--- src/rtl/cml_pkg.sv ---
// shared constants, codes and types of the cluster majority labeler
// no dependencies
package cml_pkg;

    localparam int MAX_CLUSTERS = 16;
    localparam int MAX_CLASSES  = 16;
    localparam int COUNT_BITS   = 16;

    localparam int DEPTH  = MAX_CLUSTERS * MAX_CLASSES;
    localparam int ADDR_W = $clog2(DEPTH);
    localparam int CLS_W  = $clog2(MAX_CLASSES);
    localparam int LBL_W  = $clog2(MAX_CLASSES + 1);
    localparam int MAXM   = (MAX_CLASSES > MAX_CLUSTERS) ? MAX_CLASSES : MAX_CLUSTERS;
    localparam int USE_W  = ($clog2(MAXM + 1) > 5) ? $clog2(MAXM + 1) : 5;

    localparam int ACTION_W   = 2;
    localparam int CLUSTER_W  = 4;
    localparam int TCLASS_W   = 5;
    localparam int SCLASS_W   = 6;
    localparam int LABEL_W    = 5;
    localparam int CFG_W      = 5;
    localparam int CFG_IDX_W  = 1;
    localparam int TDATA_W    = 16;

    localparam logic [ACTION_W-1:0] ACT_CLEAR = 2'd0;
    localparam logic [ACTION_W-1:0] ACT_ACC   = 2'd1;
    localparam logic [ACTION_W-1:0] ACT_EVAL  = 2'd2;

    localparam logic [CFG_IDX_W-1:0] REG_NUM_CLUSTERS = 1'b0;
    localparam logic [CFG_IDX_W-1:0] REG_NUM_CLASSES  = 1'b1;

    typedef enum logic [2:0] {
        ST_IDLE,
        ST_ACC_RD,
        ST_ACC_WR,
        ST_SCAN,
        ST_DRAIN,
        ST_RESULT
    } st_t;

    typedef struct packed {
        logic [ACTION_W-1:0]  action;
        logic [CLUSTER_W-1:0] cluster;
        logic [TCLASS_W-1:0]  true_class;
    } item_t;

    typedef struct packed {
        logic [USE_W-1:0] n_clu;
        logic [USE_W-1:0] n_cls;
    } cfg_t;

    typedef struct packed {
        logic                  rd_en;
        logic                  wr_en;
        logic                  clr;
        logic [ADDR_W-1:0]     addr;
        logic [COUNT_BITS-1:0] wdata;
    } tbl_req_t;

    typedef struct packed {
        logic signed [SCLASS_W-1:0] signed_class;
        logic [LABEL_W-1:0]         cluster_label;
        logic                       matched;
    } res_t;

endpackage

--- src/rtl/cml_table.sv ---
// count table: synchronous single-port memory with a registered read
// and per-entry valid bits so a clear needs no pass over the entries; uses cml_pkg
module cml_table (
    input  logic                            aclk,
    input  logic                            aresetn,
    input  cml_pkg::tbl_req_t               req,
    output logic [cml_pkg::COUNT_BITS-1:0]  rd_data
);
    import cml_pkg::*;

    logic [COUNT_BITS-1:0] mem_ram [DEPTH];
    logic [DEPTH-1:0]      valid_reg;
    logic [COUNT_BITS-1:0] q_reg;
    logic                  qv_reg;

    always_ff @(posedge aclk) begin
        if (req.wr_en) begin
            mem_ram[req.addr] <= req.wdata;
        end
        if (req.rd_en) begin
            q_reg <= mem_ram[req.addr];
        end
    end

    always_ff @(posedge aclk) begin
        if (!aresetn || req.clr) begin
            valid_reg <= '0;
        end else if (req.wr_en) begin
            valid_reg[req.addr] <= 1'b1;
        end
    end

    always_ff @(posedge aclk) begin
        if (!aresetn) begin
            qv_reg <= 1'b0;
        end else if (req.rd_en) begin
            qv_reg <= valid_reg[req.addr];
        end
    end

    assign rd_data = qv_reg ? q_reg : '0;

    a_no_wr_on_clr: assert property (@(posedge aclk) disable iff (!aresetn)
        !(req.clr && (req.wr_en || req.rd_en)))
        else $error("table cleared while accessed");

    a_clr_empties: assert property (@(posedge aclk) disable iff (!aresetn)
        req.clr |=> (valid_reg == '0))
        else $error("valid bits not cleared");

    a_wr_valid: assert property (@(posedge aclk) disable iff (!aresetn)
        req.wr_en && !req.clr |=> valid_reg[$past(req.addr)])
        else $error("written entry not marked valid");

endmodule

--- src/rtl/cml_seq.sv ---
// request sequencer: read-modify-write for accumulate, row scan for evaluate
// uses cml_pkg and drives the cml_table request port
module cml_seq (
    input  logic                            aclk,
    input  logic                            aresetn,
    input  logic                            in_valid,
    output logic                            in_ready,
    input  cml_pkg::item_t                  item,
    input  cml_pkg::cfg_t                   cfg,
    output cml_pkg::tbl_req_t               tbl_req,
    input  logic [cml_pkg::COUNT_BITS-1:0]  rd_data,
    output logic                            res_valid,
    input  logic                            res_ready,
    output cml_pkg::res_t                   res
);
    import cml_pkg::*;

    st_t                   state_reg, state_next;
    logic [CLUSTER_W-1:0]  cl_reg, cl_next;
    logic [TCLASS_W-1:0]   tc_reg, tc_next;
    logic [CLS_W-1:0]      idx_reg, idx_next;
    logic [CLS_W-1:0]      pidx_reg;
    logic                  pend_reg;
    logic [COUNT_BITS-1:0] best_reg, best_next;
    logic [LBL_W-1:0]      label_reg, label_next;

    logic accept;
    logic acc_ok;
    logic eval_ok;
    logic scan_last;
    logic match;
    logic [ADDR_W-1:0] row_base;
    logic [CLS_W-1:0]  acc_col;

    assign accept    = in_valid && in_ready;
    assign acc_ok    = (USE_W'(item.cluster) < cfg.n_clu) && (item.true_class != '0)
                       && (USE_W'(item.true_class) <= cfg.n_cls);
    assign eval_ok   = (USE_W'(item.cluster) < cfg.n_clu) && (cfg.n_cls != '0);
    assign scan_last = (USE_W'(idx_reg) + USE_W'(1)) == cfg.n_cls;
    assign row_base  = ADDR_W'(cl_reg) * ADDR_W'(MAX_CLASSES);
    assign acc_col   = CLS_W'(tc_reg - TCLASS_W'(1));
    assign match     = (label_reg != '0) && (USE_W'(label_reg) == USE_W'(tc_reg));

    // next state
    always_comb begin
        state_next = state_reg;
        case (state_reg)
            ST_IDLE: begin
                if (in_valid) begin
                    case (item.action)
                        ACT_ACC:  state_next = acc_ok ? ST_ACC_RD : ST_IDLE;
                        ACT_EVAL: state_next = eval_ok ? ST_SCAN : ST_RESULT;
                        default:  state_next = ST_IDLE;
                    endcase
                end
            end
            ST_ACC_RD: state_next = ST_ACC_WR;
            ST_ACC_WR: state_next = ST_IDLE;
            ST_SCAN:   state_next = scan_last ? ST_DRAIN : ST_SCAN;
            ST_DRAIN:  state_next = ST_RESULT;
            ST_RESULT: state_next = res_ready ? ST_IDLE : ST_RESULT;
            default:   state_next = ST_IDLE;
        endcase
    end

    // outputs
    always_comb begin
        in_ready      = 1'b0;
        res_valid     = 1'b0;
        tbl_req       = '0;
        tbl_req.addr  = row_base + ADDR_W'(acc_col);
        tbl_req.wdata = (rd_data == '1) ? rd_data : rd_data + COUNT_BITS'(1);
        case (state_reg)
            ST_IDLE: begin
                in_ready    = aresetn;
                tbl_req.clr = in_valid && (item.action == ACT_CLEAR);
            end
            ST_ACC_RD: tbl_req.rd_en = 1'b1;
            ST_ACC_WR: tbl_req.wr_en = 1'b1;
            ST_SCAN: begin
                tbl_req.rd_en = 1'b1;
                tbl_req.addr  = row_base + ADDR_W'(idx_reg);
            end
            ST_RESULT: res_valid = res_ready;
            default: ;
        endcase
        res.cluster_label = LABEL_W'(label_reg);
        res.matched       = match;
        res.signed_class  = match ? SCLASS_W'(tc_reg) : -SCLASS_W'(tc_reg);
    end

    // datapath
    always_comb begin
        cl_next    = cl_reg;
        tc_next    = tc_reg;
        idx_next   = idx_reg;
        best_next  = best_reg;
        label_next = label_reg;
        if (accept) begin
            cl_next    = item.cluster;
            tc_next    = item.true_class;
            idx_next   = '0;
            best_next  = '0;
            label_next = '0;
        end else begin
            if (state_reg == ST_SCAN) begin
                idx_next = idx_reg + CLS_W'(1);
            end
            if (pend_reg && (rd_data > best_reg)) begin
                best_next  = rd_data;
                label_next = LBL_W'(pidx_reg) + LBL_W'(1);
            end
        end
    end

    always_ff @(posedge aclk) begin
        if (!aresetn) begin
            state_reg <= ST_IDLE;
            pend_reg  <= 1'b0;
        end else begin
            state_reg <= state_next;
            pend_reg  <= (state_reg == ST_SCAN);
        end
    end

    always_ff @(posedge aclk) begin
        cl_reg    <= cl_next;
        tc_reg    <= tc_next;
        idx_reg   <= idx_next;
        pidx_reg  <= idx_reg;
        best_reg  <= best_next;
        label_reg <= label_next;
    end

    a_rmw_order: assert property (@(posedge aclk) disable iff (!aresetn)
        state_reg == ST_ACC_RD |=> state_reg == ST_ACC_WR)
        else $error("accumulate write does not follow its read");

    a_match_label: assert property (@(posedge aclk) disable iff (!aresetn)
        res_valid && res.matched |-> res.cluster_label != '0)
        else $error("match reported without a label");

    a_pend_scan: assert property (@(posedge aclk) disable iff (!aresetn)
        pend_reg |-> $past(state_reg) == ST_SCAN)
        else $error("scan compare without a scan read");

endmodule

--- src/rtl/cluster_majority_labeler_top.sv ---
// top level of the cluster majority labeler: stream ports, configuration
// registers and result register; uses cml_pkg, cml_seq and cml_table
//
// Keeps a cluster-by-class count table in a single-port memory with a
// registered read, cleared at reset or by a clear request through per-entry
// valid bits (no clearing pass). One request is worked on at a time: a clear
// or an ignored request ends at its accept, an accumulate goes through accept,
// read and saturating write-back, and an evaluate through accept, one memory
// read per class of the row, a last compare and the hand-off to the result
// register, or accept and hand-off alone when the cluster is out of use or
// no class is in use. The memory port, read once per class, sets the evaluate
// time. A result left in the output register stalls only evaluate hand-offs.
module cluster_majority_labeler_top (
    input  logic                              aclk,
    input  logic                              aresetn,
    // action[1:0], cluster[5:2], true_class[10:6], zero above
    input  logic [cml_pkg::TDATA_W-1:0]       s_tdata,
    input  logic                              s_tvalid,
    output logic                              s_tready,
    // signed_class[5:0], cluster_label[10:6], matched[11], zero above
    output logic [cml_pkg::TDATA_W-1:0]       m_tdata,
    output logic                              m_tvalid,
    input  logic                              m_tready,
    input  logic                              cfg_valid,
    output logic                              cfg_ready,
    input  logic [cml_pkg::CFG_IDX_W-1:0]     cfg_index,
    input  logic [cml_pkg::CFG_W-1:0]         cfg_data
);
    import cml_pkg::*;

    logic [CFG_W-1:0]   num_clusters_reg;
    logic [CFG_W-1:0]   num_classes_reg;
    logic               m_valid_reg;
    res_t               m_data_reg;

    item_t                 item;
    cfg_t                  cfg;
    tbl_req_t              tbl_req;
    logic [COUNT_BITS-1:0] rd_data;
    logic                  res_valid;
    logic                  res_ready;
    res_t                  res;

    assign cfg_ready = aresetn;

    always_ff @(posedge aclk) begin
        if (!aresetn) begin
            num_clusters_reg <= CFG_W'(16);
            num_classes_reg  <= CFG_W'(16);
        end else if (cfg_valid && cfg_ready) begin
            case (cfg_index)
                REG_NUM_CLUSTERS: num_clusters_reg <= cfg_data;
                REG_NUM_CLASSES:  num_classes_reg  <= cfg_data;
                default: ;
            endcase
        end
    end

    // used counts, capped at the table size
    assign cfg.n_clu = (USE_W'(num_clusters_reg) > USE_W'(MAX_CLUSTERS))
                       ? USE_W'(MAX_CLUSTERS) : USE_W'(num_clusters_reg);
    assign cfg.n_cls = (USE_W'(num_classes_reg) > USE_W'(MAX_CLASSES))
                       ? USE_W'(MAX_CLASSES) : USE_W'(num_classes_reg);

    assign item.action     = s_tdata[ACTION_W-1:0];
    assign item.cluster    = s_tdata[ACTION_W +: CLUSTER_W];
    assign item.true_class = s_tdata[ACTION_W + CLUSTER_W +: TCLASS_W];

    cml_seq u_seq (
        .aclk      (aclk),
        .aresetn   (aresetn),
        .in_valid  (s_tvalid),
        .in_ready  (s_tready),
        .item      (item),
        .cfg       (cfg),
        .tbl_req   (tbl_req),
        .rd_data   (rd_data),
        .res_valid (res_valid),
        .res_ready (res_ready),
        .res       (res)
    );

    cml_table u_table (
        .aclk    (aclk),
        .aresetn (aresetn),
        .req     (tbl_req),
        .rd_data (rd_data)
    );

    assign res_ready = !m_valid_reg || m_tready;

    always_ff @(posedge aclk) begin
        if (!aresetn) begin
            m_valid_reg <= 1'b0;
        end else if (res_valid) begin
            m_valid_reg <= 1'b1;
        end else if (m_tready) begin
            m_valid_reg <= 1'b0;
        end
    end

    always_ff @(posedge aclk) begin
        if (res_valid) begin
            m_data_reg <= res;
        end
    end

    assign m_tvalid = m_valid_reg;
    assign m_tdata  = {(TDATA_W - SCLASS_W - LABEL_W - 1)'(0), m_data_reg.matched,
                       m_data_reg.cluster_label, m_data_reg.signed_class};

    a_no_overwrite: assert property (@(posedge aclk) disable iff (!aresetn)
        res_valid |-> (!m_valid_reg || m_tready))
        else $error("result loaded over a waiting result");

endmodule

--- config.mk ---
export PLATFORM = sky130hd
export DESIGN_NAME = cluster_majority_labeler_top
export DESIGN_NICKNAME = d
export VERILOG_FILES = /design/src/rtl/cml_pkg.sv /design/src/rtl/cml_table.sv /design/src/rtl/cml_seq.sv /design/src/rtl/cluster_majority_labeler_top.sv
export SDC_FILE = /design/constraint.sdc
export NUM_CORES = 2
export LEC_CHECK = 0
export CORE_ASPECT_RATIO = 1.2
export CORE_MARGIN = 2
export CORE_UTILIZATION = 50
export CTS_BUF_LIST = sky130_fd_sc_hd__clkbuf_4 sky130_fd_sc_hd__clkbuf_8 sky130_fd_sc_hd__clkbuf_16
export DETAILED_ROUTE_END_ITERATION = 12
export DONT_BUFFER_PORTS = 1
export SLEW_MARGIN = 5
export SYNTH_ARGS = -nofsm -noshare
export SYNTH_HDL_FRONTEND = slang
export SYNTH_HIERARCHICAL = 1
export SYNTH_SLANG_ARGS = --single-unit
export TNS_END_PERCENT = 30
--- constraint.sdc ---
create_clock -name aclk -period 16 [get_ports aclk]
set_input_delay 1.6 -clock aclk [delete_from_list [all_inputs] [get_ports aclk]]
set_output_delay 1.6 -clock aclk [all_outputs]
set_load 0.01 [all_outputs]
Yosys cells after proc, flatten, opt, wreduce, memory -nomap -nowiden --
Memories as Yosys holds them, arrays and structs flattened. A register that Yosys moved wholly into a read port is not among the register bits. Cells that the tools add are included.
Storage, ports and cells: input port bits 27, memory bits (writable) 4096, bits in read-only memories 0, bits in registers 322, output and inout bits 19, latch bits 0, logic and storage cells 94, memories 1
Cells by class: shift operators 0, bitwise gates (word level) 2, divide/modulo/power cells 0, multiply operators 0, $lt $le $gt $ge 7, reduce and logical (&&, ||, !) cells 22, add/subtract/negate cells 8, equal/unequal tests 11, muxes and demuxes 26
Memories:
- u_table.mem_ram | words 256, width 16, rd ports 1, clocked after Yosys merged registers in 1, wr ports 1, line cml_table.sv:11 | logic [COUNT_BITS-1:0] mem_ram [DEPTH];
Operators by type and width (count):
- 256-bit bitwise OR | 1
- 16-bit 2-to-1 mux | 2
- 16-bit by 1-bit adder with 16-bit output, second input constant | 1
- 8-bit by 4-bit adder with 8-bit output | 2
- 16-bit equality test, second input constant | 1
- 16-bit > comparator | 1
- 5-bit 2-to-1 mux | 3
- 3-bit case mux with 5 select lines | 1
- 5-bit nonzero test | 3
- 1-bit 2-to-1 mux | 12
- 3-bit 2-to-1 mux | 4
- 4-bit by 1-bit adder with 5-bit output, second input constant | 2
- 5-bit equality test | 2
- 5-bit > comparator, second input constant | 2
- 1-bit logical AND | 9
- 8-bit by 9-bit less-than comparator with 1-bit output, second input constant | 1
- 1-bit binary-select mux with 8-bit select | 1
- 1-bit demux with 8-bit select | 1
- 8-bit by 1-bit greater-or-equal comparator with 1-bit output, second input constant | 1
- 8-bit 2-to-1 mux | 1
- 3-bit by 2-bit equality test with 1-bit output, second input constant | 2
- 3-bit equality test, second input constant | 2
- 5-bit negator with 6-bit output | 1
- 3-bit case mux with 2 select lines | 1
- 16 further kinds | 19

Depth between registers and ports, before layout --
depth in word-level cells 9, mapped depth 20, depth with buffers taken out 11

Modules after synthesis --
The synthesis kept the hierarchy.
By module, submodules not included:
- cml_table | cells an instance 7348, area an instance 166589.8 um2, times used 1, seq. area each 128623.4 um2
- cml_seq | cells an instance 355, area an instance 2942.8 um2, times used 1, seq. area each 930.9 um2
- cluster_majority_labeler_top | cells an instance 73, area an instance 904.6 um2, times used 1, seq. area each 580.6 um2

Worst setup path before layout --
OpenSTA, ideal clock, no wires.
kind flip-flop to flip-flop, from register u_table.qv_reg, to memory u_table.mem_ram[0][0] (data pin), path buffers 2, stages on the path, launching flop included 8, required time 14.354 ns, data arrival time 9.047 ns, slack 5.307 ns, clock period less this slack 10.693 ns, library setup time 1.646 ns, cells stage by stage dfxtp_1 clkbuf_1 and2_1 nand3_2 or3_4 or3_1 buf_2 xnor2_1
RTL lines:
- start: declaration | line cml_table.sv:14 | logic qv_reg;
- start signal: assignment | line cml_table.sv:37 | qv_reg <= valid_reg[req.addr];
- end: declaration | line cml_table.sv:11

==> out/results.env <==
RUN_STATUS='completed'
DESIGN.CORE.AREA_SQ_UM=338700
DETAIL_ROUTE.WL_PER_CELL_UM=35.86
SETUP_CRIT_START_KIND='register'
FIRSTDRTPASSITERS=8
CELL_AT_THE_ROOT_OF_THE_CLOCK_TREE='sky130_fd_sc_hd__clkbuf_16'
REMAINING_DRC_ERRORS=0
TIMING.FINAL.HOLD_VIOLATIONS=0
TOT_GR_TRACK_USE_PCT=26.92
DETAILED_PLACE_HPWL_UM=275800
GPL.FINAL_WEIGHTED_CONGESTION=0.9012
INSERTION_DELAY_PS=980
CRITICAL_PATH_CLASS='reg -> reg'
GRT_PASS1_VIAS=83340
YS.WARNINGS.COUNT=6
DIE-WIDTH_UM=537.0
NETLIST_INSTANCES=7776
NETLIST.TOP_CELL.BY_AREA='sky130_fd_sc_hd__edfxtp_1'
MET2_WIRELENGTH_UM=223000
FINAL.MIN_CLOCK_PERIOD_PS=7744
SYNTH_TOP_CELL_AREA_SHARE_PCT=72.82
NUMCLOCKSINKS=4434
AREA_DELTA_SYNTH_FINAL_PCT=12.66
GRT_PASS1_WL_UM=649100
IO_PINS=46
FINALCOREUTILIZATION_PCT=56.68
FINAL-SETUP-VIOL-COUNT=0
TOTAL_OF_FLIP_FLOPS_PLUS_LATCHES_AFTER_SYNTHESIS=4434
SETUP.WORST_PATH.START='u_seq/state_reg[0]'
SYNTH_SEQ_AREA_SHARE_PCT=76.35
NUMBER_OF_ENABLE_FLIP_FLOP_CELLS_AFTER_SYNTHESIS=4133
CLOCK_TREE.HTREE_LEVEL_COUNT=5
SYNTHTOPCELLSBYCOUNT='sky130_fd_sc_hd__edfxtp_1 (4133), sky130_fd_sc_hd__mux4_2 (1197), sky130_fd_sc_hd__nor2_1 (308)'
OVERFLOW=0
POST_CTS_HOLD_BUFFER_COUNT=0
SYNTH_ASYNC_SR_FLOP_SHARE_PCT=0
LARGEST_REGISTER_FFS=4096
TIMING.REG2REG.SETUP_SLACK_PS=8260
MET3WIRELENGTH_UM=38920
POSTROUTEWIRELENGTH_UM=466000
SYNTHMOSTINSTANTIATEDCELL='sky130_fd_sc_hd__edfxtp_1'
INITIAL_CORE_UTIL_PCT=50.31
TIMING_MAX_TRANSITION_VIOLATIONS_FINAL=0
MIN_FROM='u_seq/idx_reg[1]'
P_LEAK_nW=61.00
NETLIST-CELL-TYPE-COUNT=73
MAX-CAP-VIOLATIONS=0
WORST-R2R-CELL-COUNT=13
FIN_SETUP_TNS_PS=0
DRT-VIAS-PER-INSTANCE=6.428
LEADING_CELL_TYPES_BY_TOTAL_AREA_AFTER_SYNTHESIS='sky130_fd_sc_hd__edfxtp_1 (73%), sky130_fd_sc_hd__mux4_2 (16%), sky130_fd_sc_hd__dfxtp_1 (3.5%)'
VDD.IR_DROP.WORST_mV=0.08960
YS_DOMINANT_REG_CELL='sky130_fd_sc_hd__edfxtp_1'
REQUIRED_PS=16720
SLEW-LIMIT-HEADROOM_PCT=6.963
PIN_COUNT_OF_THE_BIGGEST_NET_ENTERING_GLOBAL_ROUTING=162
CTS_RESIZED=0
SYNTH.CELL_AREA_SQ_UM=170400
FINAL_LAYOUT_SIZE_SUFFIX_GT1_SHARE_PCT=30.89
FINALCRITPERIODSHARE_PCT=48.40
DIE_AREA_SQ_UM=345600
HOLD_PATH_CLASS='reg -> reg'
FINALHOLDWORSTSLACK_PS=438.4
CTS_SETUP_BUFFERS=0
ROWS=234
CRITICAL_PATH_ARRIVAL_PS=8460
DRT-INITIAL-DRC-COUNT=10170
POWER.DENSITY_CELL_AREA_nW_PER_UM2=124.9
WHS_PATH_DEPTH=0
BUFFER_PORTS.INSERTED=0
WORSTREG2REGSTART='u_seq/state_reg[0]'
DRTANTENNAVIOLNETS=0
END_KIND='register'
CTS_MADE_BUFFERS=422
TOPROUTINGLAYERUSED='met5'
TIMING.CRITICAL_PATH.FANOUT_MAX=74
CLKSLEWWORSTSETUPHOLDPATHS_PS=60
SKEW_PS=44.43
CTS_MAX_PATH_BUFFERS=4
TRANSITION_TIME_AT_THE_PIN_WITH_THE_LEAST_SLEW_MARGIN_PS=1396
ANTENNA_VIOLATIONS_BEFORE_REPAIR=16
RSZ0062_AT_GRT='no'
POST_SYN_AREA_PER_CELL_SQ_UM=21.92
NUM_VIAS=83530
WL_MET1_UM=178800
NETS=8210
TRITONCTS_CLOCK_TREE='done'
DIE_Y_EXTENT_UM=643.6
TIMING.FMAX_MHz=129.1
-- cells by family (layout without fill, tap and decap cells) --
family	after synthesis	in the layout	synth area share, %
compound gates	666	666	2.798
buf+inv	491	1213	1.480
flops	4434	4434	76.35
fa+ha+maj	31	31	0.2276
other cells	1	15	0.002200
xor+xnor	25	25	0.1285
simple gates	710	710	1.884
mux	1418	1418	17.13
-- layer usage --
layer  GRT usage (%)  vias up
met5               0        -
met4           12.42        6
met3           5.194      815
met2           42.40     3696
met1           36.58    45570
li1                -    33440
-- through the flow --
| stage | power [mW] | setup WS (ps) | std cells | instance area [sq um] |
|---|---|---|---|---|
| finish | 23.99 | 8256 | 13000 | 192000 |
| global route | 24.59 | 7916 | 12990 | 192000 |
| CTS | 24.13 | 8220 | 12990 | 192000 |
| detailed placement | 14.12 | 8223 | 12210 | 177900 |
| global placement | 14.11 | 8315 | 12210 | 177900 |
| floorplan | 13.63 | 5307 | 7779 | 170400 |
-- power by group --
group	internal (mW)	switching, mW
sequential	12.6	0.00402
combinational	0.462	0.838
clock	5.82	4.29
-- critical path: stages, from the launching register on --
cell and delay, ps:
sky130_fd_sc_hd__dfxtp_1 370, sky130_fd_sc_hd__nor2b_2 170, sky130_fd_sc_hd__buf_4 390, sky130_fd_sc_hd__nand2_1 490
sky130_fd_sc_hd__a21oi_4 320, sky130_fd_sc_hd__buf_4 610, sky130_fd_sc_hd__buf_4 900, sky130_fd_sc_hd__buf_4 650
sky130_fd_sc_hd__buf_12 560, sky130_fd_sc_hd__mux4_2 600, sky130_fd_sc_hd__mux4_2 550, sky130_fd_sc_hd__a22oi_1 930
sky130_fd_sc_hd__a21oi_1 290, sky130_fd_sc_hd__or3_1 450
-- placed cells by master, fill, tap and decap left out, types with 31 or more instances in the layout --
cell,count
sky130_fd_sc_hd__clkbuf_16,433
sky130_fd_sc_hd__mux2i_1,207
sky130_fd_sc_hd__buf_4,380
sky130_fd_sc_hd__clkbuf_4,107
sky130_fd_sc_hd__a21oi_1,71
sky130_fd_sc_hd__clkinv_2,67
sky130_fd_sc_hd__a22oi_1,112
sky130_fd_sc_hd__o22ai_1,69
sky130_fd_sc_hd__nor2_2,246
sky130_fd_sc_hd__edfxtp_1,4133
sky130_fd_sc_hd__clkinv_1,72
sky130_fd_sc_hd__nand2_1,158
sky130_fd_sc_hd__ha_1,31
sky130_fd_sc_hd__dfxtp_1,301
sky130_fd_sc_hd__o21a_1,256
sky130_fd_sc_hd__mux4_2,1197
sky130_fd_sc_hd__inv_1,41
sky130_fd_sc_hd__nor2_1,61
sky130_fd_sc_hd__nand3_1,38
sky130_fd_sc_hd__bufinv_16,34
-- layout make-up --
cell class / count / area, sq um
clock buffer: 567 / 12010
tap: 4484 / 5610
inverter: 42 / 165.2
timing repair buffer: 398 / 3213
sequential: 4434 / 130100
multi-input combinational: 2854 / 38810
fill: 24680 / 146700
antenna: 11 / 27.53
clock inverter: 206 / 2034
-- path summary, 6_finish.rpt --
kind	end
max	u_table/q_reg[9]
min	u_seq/pidx_reg[1]
max reg2reg	u_table/q_reg[9]
min reg2reg	u_seq/pidx_reg[1]
No activity file was read; power rests on OpenSTA's default activity.
